<file path="src/hdl/shcfr_pkg.sv">
package shcfr_pkg;

  localparam int unsigned POS_W = 6;
  localparam int unsigned CNT_W = 3;
  localparam int unsigned FRAME_PAYLOAD = 5;

  localparam logic [7:0] SYNC_FIRST  = 8'hAA;
  localparam logic [7:0] SYNC_SECOND = 8'h55;

  localparam logic [7:0] CH_ONE = 8'd1;
  localparam logic [7:0] CH_TWO = 8'd2;

  // payload slots in capture order
  localparam logic [CNT_W-1:0] SLOT_CH  = 3'd0;
  localparam logic [CNT_W-1:0] SLOT_RED = 3'd1;
  localparam logic [CNT_W-1:0] SLOT_GRN = 3'd2;
  localparam logic [CNT_W-1:0] SLOT_BLU = 3'd3;
  localparam logic [CNT_W-1:0] SLOT_SUM = 3'd4;

  typedef struct packed {
    logic [1:0] channel;
    logic [7:0] red;
    logic [7:0] green;
    logic [7:0] blue;
  } color_t;

endpackage

</file>
<file path="src/hdl/sync_header_color_frame_receiver.sv">
// Color frame receiver: hunts a 0xAA,0x55 sync header in a stream of received
// bytes and returns the channel/red/green/blue frame behind it.
// Input channel: one byte per request (in_rx_byte) with in_burst_end marking
// the last byte before the line goes idle. A chunk ends on a marked byte or on
// the byte that brings the chunk to BUFFER_BYTES bytes.
// Output channel: at most one color per chunk, sent when the five bytes after
// the header arrived, the 8-bit sum of channel, red, green and blue matches
// the checksum byte, and the channel is 1 or 2.
// A color is registered into the output register as the chunk-ending byte is
// taken, or into the skid register while out_* is held. Throughput: one byte
// per cycle while in_stall is low; framing and frame check are combinational.
// Stall: an output register plus one skid register let the block keep taking
// bytes while a color waits; in_stall rises only when both hold a color.
// Reset (rst_n low, synchronous) clears the hunt state and empties the output
// and skid registers; captured payload bytes are kept.
module sync_header_color_frame_receiver #(
  parameter int unsigned BUFFER_BYTES = 32
) (
  input  logic       clk,
  input  logic       rst_n,
  input  logic       in_valid,
  output logic       in_stall,
  input  logic [7:0] in_rx_byte,
  input  logic       in_burst_end,
  output logic       out_valid,
  input  logic       out_stall,
  output logic [1:0] out_channel,
  output logic [7:0] out_red,
  output logic [7:0] out_green,
  output logic [7:0] out_blue
);

  localparam int unsigned POS_W = shcfr_pkg::POS_W;
  localparam int unsigned CNT_W = shcfr_pkg::CNT_W;
  localparam logic [POS_W:0] CHUNK_LIMIT = (POS_W+1)'(BUFFER_BYTES);

  logic [POS_W-1:0] chunk_pos_r, chunk_pos_nxt;
  logic             prev_sync_r, prev_sync_nxt;
  logic             hdr_found_r, hdr_found_nxt;
  logic [CNT_W-1:0] pay_cnt_r, pay_cnt_nxt;
  logic [7:0]       store_r [shcfr_pkg::FRAME_PAYLOAD];
  logic [7:0]       store_nxt [shcfr_pkg::FRAME_PAYLOAD];

  logic               out_valid_r, skid_valid_r;
  shcfr_pkg::color_t  out_r, skid_r;
  shcfr_pkg::color_t  res;
  logic               res_valid;
  logic               in_acc;
  logic               out_move;
  logic [POS_W:0]     pos;
  logic [7:0]         sum;

  assign in_stall = skid_valid_r;
  assign in_acc   = in_valid & ~skid_valid_r;
  assign out_move = ~out_valid_r | ~out_stall;

  always_comb begin
    chunk_pos_nxt = chunk_pos_r;
    prev_sync_nxt = prev_sync_r;
    hdr_found_nxt = hdr_found_r;
    pay_cnt_nxt   = pay_cnt_r;
    store_nxt     = store_r;
    res_valid     = 1'b0;
    pos           = {1'b0, chunk_pos_r} + (POS_W+1)'(1);

    if (in_acc) begin
      if (hdr_found_r) begin
        if (pay_cnt_r < CNT_W'(shcfr_pkg::FRAME_PAYLOAD)) begin
          store_nxt[pay_cnt_r] = in_rx_byte;
          pay_cnt_nxt = pay_cnt_r + CNT_W'(1);
        end
      end else if (prev_sync_r && in_rx_byte == shcfr_pkg::SYNC_SECOND) begin
        hdr_found_nxt = 1'b1;
        pay_cnt_nxt   = '0;
      end
      prev_sync_nxt = (in_rx_byte == shcfr_pkg::SYNC_FIRST);
    end

    sum = store_nxt[shcfr_pkg::SLOT_CH] + store_nxt[shcfr_pkg::SLOT_RED]
        + store_nxt[shcfr_pkg::SLOT_GRN] + store_nxt[shcfr_pkg::SLOT_BLU];

    res.channel = store_nxt[shcfr_pkg::SLOT_CH][1:0];
    res.red     = store_nxt[shcfr_pkg::SLOT_RED];
    res.green   = store_nxt[shcfr_pkg::SLOT_GRN];
    res.blue    = store_nxt[shcfr_pkg::SLOT_BLU];

    if (in_acc) begin
      if (in_burst_end || pos >= CHUNK_LIMIT) begin
        // chunk ends: judge the frame, then drop all hunt state
        res_valid = hdr_found_nxt
                  && pay_cnt_nxt == CNT_W'(shcfr_pkg::FRAME_PAYLOAD)
                  && sum == store_nxt[shcfr_pkg::SLOT_SUM]
                  && (store_nxt[shcfr_pkg::SLOT_CH] == shcfr_pkg::CH_ONE
                      || store_nxt[shcfr_pkg::SLOT_CH] == shcfr_pkg::CH_TWO);
        chunk_pos_nxt = '0;
        prev_sync_nxt = 1'b0;
        hdr_found_nxt = 1'b0;
        pay_cnt_nxt   = '0;
      end else begin
        chunk_pos_nxt = pos[POS_W-1:0];
      end
    end
  end

  always_ff @(posedge clk) begin
    if (!rst_n) begin
      chunk_pos_r  <= '0;
      prev_sync_r  <= 1'b0;
      hdr_found_r  <= 1'b0;
      pay_cnt_r    <= '0;
      out_valid_r  <= 1'b0;
      skid_valid_r <= 1'b0;
    end else begin
      chunk_pos_r <= chunk_pos_nxt;
      prev_sync_r <= prev_sync_nxt;
      hdr_found_r <= hdr_found_nxt;
      pay_cnt_r   <= pay_cnt_nxt;
      if (out_move) begin
        out_valid_r  <= skid_valid_r | res_valid;
        skid_valid_r <= 1'b0;
      end else if (res_valid) begin
        // output held: park the new color in the skid register
        skid_valid_r <= 1'b1;
      end
    end
  end

  always_ff @(posedge clk) begin
    store_r <= store_nxt;
    if (out_move) begin
      out_r <= skid_valid_r ? skid_r : res;
    end else if (res_valid) begin
      skid_r <= res;
    end
  end

  assign out_valid   = out_valid_r;
  assign out_channel = out_r.channel;
  assign out_red     = out_r.red;
  assign out_green   = out_r.green;
  assign out_blue    = out_r.blue;

endmodule

</file>
<file path="config.mk">
export PLATFORM = sky130hd
export DESIGN_NAME = sync_header_color_frame_receiver
export DESIGN_NICKNAME = d
export VERILOG_FILES = /design/src/hdl/shcfr_pkg.sv /design/src/hdl/sync_header_color_frame_receiver.sv
export SDC_FILE = /design/constraint.sdc
export NUM_CORES = 1
export LEC_CHECK = 0
export BUFFER_PORTS_ARGS = -buffer_cell sky130_fd_sc_hd__buf_2
export CORE_UTILIZATION = 53
export DETAILED_ROUTE_END_ITERATION = 10
export MAX_ROUTING_LAYER = met4
export PLACE_DENSITY = 0.72
export SYNTH_ARGS = -nofsm -noshare
export SYNTH_HDL_FRONTEND = slang
export SYNTH_SLANG_ARGS = --single-unit
</file>
<file path="constraint.sdc">
create_clock -name clk -period 8.2 [get_ports clk]
set_input_delay 0.82 -clock clk [delete_from_list [all_inputs] [get_ports clk]]
set_output_delay 0.82 -clock clk [all_outputs]
set_load 0.05 [all_outputs]
</file>
# == After elaboration in Yosys (flattened, before gate mapping) ==
# Index checks and enable logic that the tools add are counted.
# classes
eq_ne,6
bitwise_logic,9
add_sub_neg,5
muxes,24
n_reduce_logical,9
order_cmp,4
# ops
cell,n
two-way mux 40 bit,3
bitwise mux 40 bit,1
two-way mux 26 bit,1
adder 8 bit,3
demux 8 bit (select 3 bit),1
two-way mux 3 bit,6
two-way mux 1 bit,10
== test 8 x 1 -> 1 bit (second input constant),1
== test 8 x 2 -> 1 bit (second input constant),1
== test 8 x 7 -> 1 bit (second input constant),1
== test 8 bit,1
== test 8 bit (second input constant),1
two-way mux 8 bit,1
adder 6 x 1 -> 7 bit (second input constant),1
>= comparator 7 x 6 -> 1 bit (second input constant),1
two-way mux 6 bit,1
logical AND 1 bit,5
NOT 1 bit,5
>= comparator 4 bit (second input constant),1
less-than comparator 4 x 1 -> 1 bit (second input constant),1
NOT 3 -> 4 bit,1
adder 3 x 1 -> 3 bit (second input constant),1
== test 3 bit (second input constant),1
less-than comparator 3 bit (second input constant),1
other kinds (5),7
# totals
wordCells,76
inputBits,13
ff_bits,105

# == Depth between registers and ports, before layout ==
# Gate-level depths: netlist of the first run.
# logic_depth
depth_word,18
ltp_mapped,19
mapped_depth_nobuf,17

# == Worst setup path after synthesis of the first run ==
# Ideal clock, no wire load.
# synth_timing
path_kind,in2reg
start,in in_valid
end,reg skid_r[0] in the netlist's numbering (enable)
path_slack_ns,2.026
cell_stages,17
arrival_ns,5.789
n_path_buf,0
cell_sequence,nor4bb_1 > nand3_1 > mux2_2 > inv_1 > fa_1 > fa_1 > inv_1 > ha_1 > inv_1 > fa_1 > nand2b_1 > a21oi_1 > xor2_1 > xnor2_1 > or4b_1 > nor4_2 > and2_1
# synth_rtl
element,line_no,text
from (decl),sync_header_color_frame_receiver.sv:21,"input logic in_valid,"
to (signal assigned),sync_header_color_frame_receiver.sv:133,skid_r <= res;
to (decl),sync_header_color_frame_receiver.sv:45,"shcfr_pkg::color_t out_r, skid_r;"

==> qor.csv, run 1 <==
stage,metric,value,unit
grt,maximum number of pins on one net before global-route repair,27,
critical_path,CP startpoint,in_stall,
timing,min Tclk post-route,6.82,ns
timing,slew at the pin closest to its max-slew limit,1.13,ns
routing,number of vias in the routed layout,2824,
yosys,cell area after technology mapping,4730,sq um
die,overall die area,9300,sq um
die,row count,34,
die,Starting Density,54.5,%
yosys,number of warnings reported in the yosys synthesis log,0,
power_and_ir_drop,Worst VDD drop,0.0829,mV
timing,Final period util,83.1,%
yosys,number of synthesized flops with an enable pin,52,
final_layout,post-route cell area,5190,sq um
power_and_ir_drop,power density normalized to cell area,169,nW/um^2
timing,setup tns final,0,ns
die,top-level I/O count,41,
final_layout,NumNets Final,444,
yosys,"arithmetic-cell share of the synthesized area counting full adders, half adders and majority gates",8.31,%
yosys,prevailing post-synth register cell,dfxtp_1,
critical_path,worst-path fanout max,17,
grt,wire length of the first global-routing pass,13600,microns
critical_path,critical register-to-register path endpoint,skid_r[24],
yosys,post-synth net total,402,
hold_path,Hold Startpoint,store_r[3],
yosys,count of state elements after synthesis,105,
cts,H-tree depth reported by CTS,3,
final_layout,ratio of cells with drive above 1 in the final layout,28.8,%
critical_path,kind of end point of the critical path,register,
routing,met3 routed WL,274,microns
hold_path,hold depth,2,
flow_run,max-cap check violation count,0,
hold_path,terminating pin of the worst hold path,store_r[3],
timing,Setup Skew,0.0136,ns
grt,overall routing resource usage,20.7,%
routing,number of vias per cell,5.42,
routing,metal2 WL,4090,microns
yosys,synthesized netlist cell count,366,
yosys,cell types occupying the most area after synthesis,"edfxtp_1, dfxtp_1, mux2_2",
die,core region area,8680,sq um
power_and_ir_drop,Lkg Pwr,2.24,nW
final_layout,layout overhead on the synthesized area,9.82,%
cts,Worst-Skew Late Latency,0.37,ns
yosys,part of the Yosys area used for sequential elements,55.5,%
yosys,area fraction in compound gates after synthesis,5.80,%
routing,total iterations of the first detailed-routing run,4,
yosys,average footprint of a synthesized cell,12.9,sq um
timing,max frequency,147,MHz
critical_path,Worst Setup Start Kind,register,
final_layout,diode count,0,
routing,Top Metal Used,met4,
final_layout,final cell utilization of the core,59.8,%
yosys,post-synth cell types,50,
cts,number of CTS-inserted buffers,9,
timing,unrepaired setup endpoints after global routing,false,
final_layout,number of filler cells placed in the layout,735,
routing,sum of routed wire length over all layers,8440,microns
yosys,synthesized-area fraction occupied by xor and xnor cells,4.76,%
critical_path,"Arr. time, crit path",6.88,ns
routing,number of remaining DRC errors,0,
routing,routed metal-1 wire length,3980,microns
yosys,Yosys top cell by area,edfxtp_1,
cts,number of post-CTS setup repair buffers,0,
yosys,async set or reset register ratio after synthesis,0,%
critical_path,number of cells traversed by the worst register-to-register path,18,
yosys,area share of the leading cell type in the synthesized netlist,33.0,%
die,die boundary width,96.4,microns
cts,root buf cell,clkbuf_8,
cts,maximum root-to-sink buffer count,2,
placed_design,# port buffers,40,
critical_path,required time of the worst setup path,8.26,ns
timing,# setup viols final,0,
yosys,multiplexer area fraction after synthesis,13.8,%
yosys,dominant cell by count in the synthesized netlist,mux2_2,
die,overall die height,96.4,microns
placed_design,placed standard-cell area,5020,sq um
cts,clock tree from TritonCTS,yes,
cts,number of buffers added to fix hold violations after cts,0,
critical_path,type of the worst setup path,reg2reg,
cts,Clock transition at path regs,0.09,ns
timing,number of hold violations in the final report,0,
placed_design,detailed-placement wirelength estimate,5930,microns
cts,TritonCTS Sinks,105,
grt,number of antenna violations at the first check in global routing,0,
critical_path,internal reg-to-reg setup slack,1.38,ns
run_status,outcome,completed,
critical_path,R2R Path Start,in_stall,
yosys,synth cell count leaders,"mux2_2, dfxtp_1, edfxtp_1, inv_1, nand2_1",
yosys,"area fraction in and, or, nand and nor cells after synthesis",8.07,%
placed_design,last weighted congestion value of the routability-driven placer,0.801,
timing,number of pins with negative max-slew slack in the final report,0,
hold_path,worst hold-check path type,reg2reg,
routing,number of antenna-violating nets in the routed design,0,
timing,headroom to the max-slew limit,24.6,%
grt,number of global-route vias before repair,2764,
yosys,dominant combinational cell family by area after synthesis,multiplexers,
routing,DR iter-0 viols,94,
cts,post-cts sizing count,0,
grt,total gr overflow,0,
routing,final routed wire length divided by cell count,16.2,microns
## logic make-up (layout without fill, tap and decap cells)
kind of cell,Yosys count,after routing
flip-flops,105,105
AND/OR/NAND/NOR,70,70
multiplexers,58,58
AO/OA/AOI/OAI,44,44
buffers and inverters,42,89
XOR/XNOR,24,24
adder cells (fa/ha/maj),23,23
## flip-flops by register name (all words and copies together) (netlist names)
register and count:
store_r 40, skid_r 26, out_blue 8, out_green 8, out_red 8, chunk_pos_r 6
pay_cnt_r 3, out_channel 2, hdr_found_r 1, in_stall 1, out_valid 1, prev_sync_r 1
## critical path, cell delays in order (launching register included)
cell      delay, ns
dfxtp_1        0.57
nor4bb_1       0.77
nand3b_1       0.58
mux2_2         0.49
inv_1          0.07
fa_1           0.43
fa_1           0.46
inv_1          0.07
ha_1           0.16
inv_1          0.05
fa_1           0.39
nand2b_1       0.16
a21oi_1        0.19
xor2_1         0.19
xnor2_1        0.12
or4b_1         0.45
nor4_2         0.37
and2_1         0.61
buf_4          0.35
## through the flow
stage | setup WS [ns] | power [mW] | std cells | hold WS (ns)
floorplan | 2.03 | 0.591 | 366 | 0.444
global placement | 1.37 | 0.602 | 505 | 0.455
detailed placement | 1.07 | 0.603 | 505 | 0.464
CTS | 1.32 | 0.885 | 521 | 0.485
global route | 0.874 | 0.910 | 521 | 0.521
finish | 1.38 | 0.878 | 521 | 0.484
## cell usage in the layout, fill, tap and decap left out, drive strengths merged, types with 2 or more instances in the layout
cell type | Yosys | routed
and3 | 2 | 2
clkbuf | 7 | 10
mux2 | 55 | 55
nor2b | 5 | 5
inv | 30 | 31
nand2b | 2 | 2
nor2 | 8 | 8
ha | 9 | 9
nand4 | 4 | 4
clkinvlp | 0 | 4
nor4 | 2 | 2
and2 | 3 | 3
a31oi | 3 | 3
o21ai | 11 | 11
nor3 | 7 | 7
a21o | 3 | 3
xor2 | 8 | 8
a21oi | 16 | 16
dfxtp | 53 | 53
edfxtp | 52 | 52
buf | 5 | 43
nand3 | 3 | 3
mux2i | 3 | 3
a221o | 2 | 2
xnor2 | 15 | 15
o211ai | 2 | 2
fa | 14 | 14
a2111oi | 2 | 2
nand2 | 24 | 24
## power by group
part / internal (mW) / switching, mW
registers: 0.549 / 0.00229
logic: 0.0161 / 0.0234
clock network: 0.111 / 0.175
total: 0.676 / 0.201
## final cells by class
cell class                 instances  area, sq um  share of cell area [%]
clock inverter                     6         43.8                   0.844
inverter                          30          113                    2.17
multi-input combinational        219         1930                    37.1
sequential                       105         2620                    50.5
timing repair buffer              43          223                    4.29
clock buffer                      10          128                    2.46
tap                              108          135                    2.60
## routing by layer
layer | up-vias | global-route usage, %
li1 | 1384 | -
met1 | 1380 | 27.5
met2 | 51 | 32.6
met3 | 9 | 3.52
met4 | 0 | 6.62
met5 | - | -
## worst max-delay path by stage
stage	endpoint	slack [ns]	cells past startpoint
4_1_cts	skid_r[24]	1.32	18
5_1_grt	skid_r[25]	0.87	18
3_3_place_gp	skid_r[24]	1.37	19
6_report	skid_r[24]	1.38	18
2_1_floorplan	skid_r[0]	2.03	17
3_5_place_dp	skid_r[24]	1.07	19
Note: power is estimated with default switching activity, not from simulation.
==> run 2: changes to the inputs <==
--- a/config.mk
+++ b/config.mk
@@ -5,11 +5,12 @@
 export SDC_FILE = /design/constraint.sdc
 export NUM_CORES = 1
 export LEC_CHECK = 0
+export ABC_AREA = 1
 export BUFFER_PORTS_ARGS = -buffer_cell sky130_fd_sc_hd__buf_2
 export CORE_UTILIZATION = 53
 export DETAILED_ROUTE_END_ITERATION = 10
 export MAX_ROUTING_LAYER = met4
-export PLACE_DENSITY = 0.72
+export PLACE_DENSITY = 0.75
 export SYNTH_ARGS = -nofsm -noshare
 export SYNTH_HDL_FRONTEND = slang
 export SYNTH_SLANG_ARGS = --single-unit
==> constraint.sdc (replaced) <==
create_clock -name clk -period 5.72 [get_ports clk]
set_input_delay 0.572 -clock clk [delete_from_list [all_inputs] [get_ports clk]]
set_output_delay 0.572 -clock clk [all_outputs]
set_load 0.05 [all_outputs]
==> run 2 against run 1 <==
  * Routed wire length grew 14%
  * Non-clock buffer count grew 3
  * Sequential share of layout area down 1.3 points
  * Clock power grew 42%
  * Sequential power is 43% higher
  * Clock skew fell by 0.0019 ns
  * Area after synthesis up 2.1%
  * Critical endpoint is now skid_r[17]
==> qor.csv, run 2 <==
stage,metric,value,unit
yosys,area share of the leading cell type in the synthesized netlist,32.4,%
die,Starting Density,55.1,%
power_and_ir_drop,cell internal pwr,0.968,mW
timing,setup tns final,0,ns
final_layout,"commonest cells after routing, fill and taps aside","nand2_1, inv_1, dfxtp_1",
yosys,prevailing post-synth register cell,dfxtp_1,
final_layout,post-route cell area,5320,sq um
cts,Clock transition at path regs,0.09,ns
critical_path,crit-path cells,inv_2 -> nand3_4 -> nor2_2 -> inv_1 -> o21ai_1 -> fa_1 -> fa_1 -> inv_1 -> ha_1 -> inv_1 -> fa_1 -> nand3b_1 -> nand2_1 -> or2_2 -> nand2_1 -> nand2_1 -> nand2_1 -> nor2_1 -> nand3_1 -> nor2_1 -> nand3_1 -> nor2_2 -> buf_4,
power_and_ir_drop,Seq pwr share,62.5,%
placed_design,detailed-placement wirelength estimate,7100,microns
placed_design,Place WS,0.449,ns
cts,number of CTS-inserted buffers,9,
timing,number of pins with negative max-slew slack in the final report,0,
die,overall die area,9490,sq um
yosys,post-synth net total,584,
timing,max frequency,194,MHz
final_layout,sequential standard cell area,2620,sq um
timing,min Tclk post-route,5.17,ns
yosys,number of warnings reported in the yosys synthesis log,0,
flow_run,max-cap check violation count,0,
power_and_ir_drop,Lkg Pwr,2.51,nW
cts,TritonCTS Sinks,105,
yosys,cell area after technology mapping,4830,sq um
cts,root buf cell,clkbuf_8,
yosys,cell types occupying the most area after synthesis,"edfxtp_1, dfxtp_1, nand2_1",
yosys,Yosys top cell by area,edfxtp_1,
critical_path,type of the worst setup path,reg2reg,
die,row count,34,
power_and_ir_drop,power density normalized to cell area,238,nW/um^2
timing,Final period util,90.3,%
cts,H-tree depth reported by CTS,3,
routing,total iterations of the first detailed-routing run,5,
critical_path,kind of end point of the critical path,register,
critical_path,combined buffer and inverter count along the critical path,5,
yosys,async set or reset register ratio after synthesis,0,%
timing,number of hold violations in the final report,0,
grt,wire length of the first global-routing pass,16400,microns
critical_path,critical path's slowest cell,fa_1,
critical_path,worst-path fanout max,26,
die,top-level I/O count,41,
placed_design,# port buffers,40,
yosys,number of synthesized flops with an enable pin,52,
final_layout,flip-flop count of the largest register after layout,40,
routing,final routed wire length divided by cell count,13.6,microns
timing,slew at the pin closest to its max-slew limit,0.585,ns
power_and_ir_drop,clock power share,32.0,%
cts,Worst-Skew Late Latency,0.37,ns
power_and_ir_drop,share of total power in combinational logic,5.5,%
hold_path,worst hold-check path type,in2reg,
yosys,synthesized netlist cell count,548,
final_layout,Top reg by flops,store_r,
critical_path,CP max stage delay,0.51,ns
yosys,dominant cell by count in the synthesized netlist,nand2_1,
grt,number of global-route vias before repair,3444,
grt,total gr overflow,0,
routing,number of vias in the routed layout,3642,
final_layout,multi-input combinational cell area,1890,sq um
yosys,synth cell count leaders,"nand2_1, inv_1, dfxtp_1, edfxtp_1, o21ai_0",
final_layout,layout overhead on the synthesized area,10.3,%
yosys,part of the Yosys area used for sequential elements,54.3,%
die,overall die height,97.4,microns
routing,DR iter-0 viols,189,
timing,headroom to the max-slew limit,60.6,%
routing,number of vias per cell,5.15,
timing,unrepaired setup endpoints after global routing,false,
cts,number of buffers added to fix hold violations after cts,0,
cts,maximum root-to-sink buffer count,2,
die,die boundary width,97.4,microns
routing,number of antenna-violating nets in the routed design,0,
die,core region area,8760,sq um
power_and_ir_drop,reported net switching power,0.299,mW
final_layout,ratio of cells with drive above 1 in the final layout,13.2,%
yosys,average footprint of a synthesized cell,8.81,sq um
timing,Setup Skew,0.0118,ns
critical_path,crit-path most repeated cell,nand2_1,
grt,overall routing resource usage,22.8,%
grt,maximum number of pins on one net before global-route repair,41,
critical_path,required time of the worst setup path,5.75,ns
grt,number of antenna violations at the first check in global routing,0,
power_and_ir_drop,Worst VDD drop,0.115,mV
run_status,outcome,completed,
cts,clock tree from TritonCTS,yes,
yosys,post-synth cell types,32,
final_layout,largest registers in the final layout,"store_r (40), skid_r (26)",
timing,post-route setup slack,0.553,ns
yosys,count of state elements after synthesis,105,
final_layout,diode count,0,
placed_design,last weighted congestion value of the routability-driven placer,0.900,
power_and_ir_drop,fraction of power spent switching nets,23.6,%
final_layout,NumNets Final,630,
critical_path,CP top delay family,simple AND/OR/NAND/NOR gates,
timing,# setup viols final,0,
routing,number of remaining DRC errors,0,
routing,sum of routed wire length over all layers,9650,microns
critical_path,"Arr. time, crit path",5.20,ns
placed_design,placed standard-cell area,5150,sq um
final_layout,number of filler cells placed in the layout,753,
final_layout,most common library cell in the layout ignoring fill and taps,nand2_1,
critical_path,Worst Setup Start Kind,register,
-- run 2: changes by cell type in the layout (fill, tap and decap cells not counted), sizes merged, moves of 7 or more --
cell   change
inv       +40
o21ai     +40
nand2    +172
xnor2     -13
mux2      -55
nand3     +22
or2        +7
nor2      +23
-- run 2: layout make-up --
type	instances	share of cell area [%]
Multi-Input combinational cell	362	35.5
Inverter	70	4.94
Timing Repair Buffer	46	4.61
Clock inverter	7	0.846
Clock buffer	9	2.33
Sequential cell	105	49.3
Tap cell	108	2.54
-- run 2: final timing paths --
path,start,to,slack [ns],cells past startpoint
setup reg to reg,in_stall,skid_r[17],0.55,23
setup / recovery,in_stall,skid_r[17],0.55,23
hold reg to reg,chunk_pos_r[5],chunk_pos_r[5],0.48,2
hold / removal,rst_n,out_valid,0.45,3
-- run 2: tightest hold or removal path, stage by stage --
cell and delay (ns):
buf_2 0.11, nand2_1 0.05, nand2_1 0.05
-- run 2: repair_timing --
action | in CTS | in global routing
endpoints found under the setup margin | 0 | 26
setup buffers | 0 | 0
gates resized for setup | 0 | 1
-- run 2: layer usage --
metal	track usage, %	share of wire [%]	vias to the layer above
li1	-	-	1844
met4	9.28	2.2	0
met3	3.88	5.8	21
met1	29.1	45	1662
met2	36.3	47	115
met5	-	0	-
-- run 2: cells by family (layout without fill, tap and decap cells) --
logic type / count (synthesis) / count (layout) / share of synthesized area [%]
compound gates: 64 / 64 / 6.82
xor+xnor: 5 / 5 / 0.908
fa+ha+maj: 23 / 23 / 8.14
buf+inv: 81 / 132 / 6.56
flops: 105 / 105 / 54.3
simple gates: 270 / 270 / 23.2
-- run 2: through the flow --
stage | hold WS, ns | utilization, % | power, mW | cells
final | 0.447 | 60.8 | 1.27 | 707
after CTS | 0.431 | 60.8 | 1.28 | 707
after global placement | 0.447 | 58.8 | 0.874 | 691
after floorplan | 0.433 | - | 0.854 | 548
after detailed placement | 0.457 | 58.8 | 0.877 | 691
after global routing | 0.459 | 60.8 | 1.31 | 707
-- run 2: power groups by stage --
stage	registers, mW	logic (mW)	clock network [mW]
2_1_floorplan	0.814	0.0404	0
3_3_place_gp	0.809	0.0658	0
3_5_place_dp	0.809	0.0677	0
4_1_cts	0.792	0.0684	0.418
5_1_grt	0.792	0.0785	0.443
6_report	0.792	0.0692	0.406
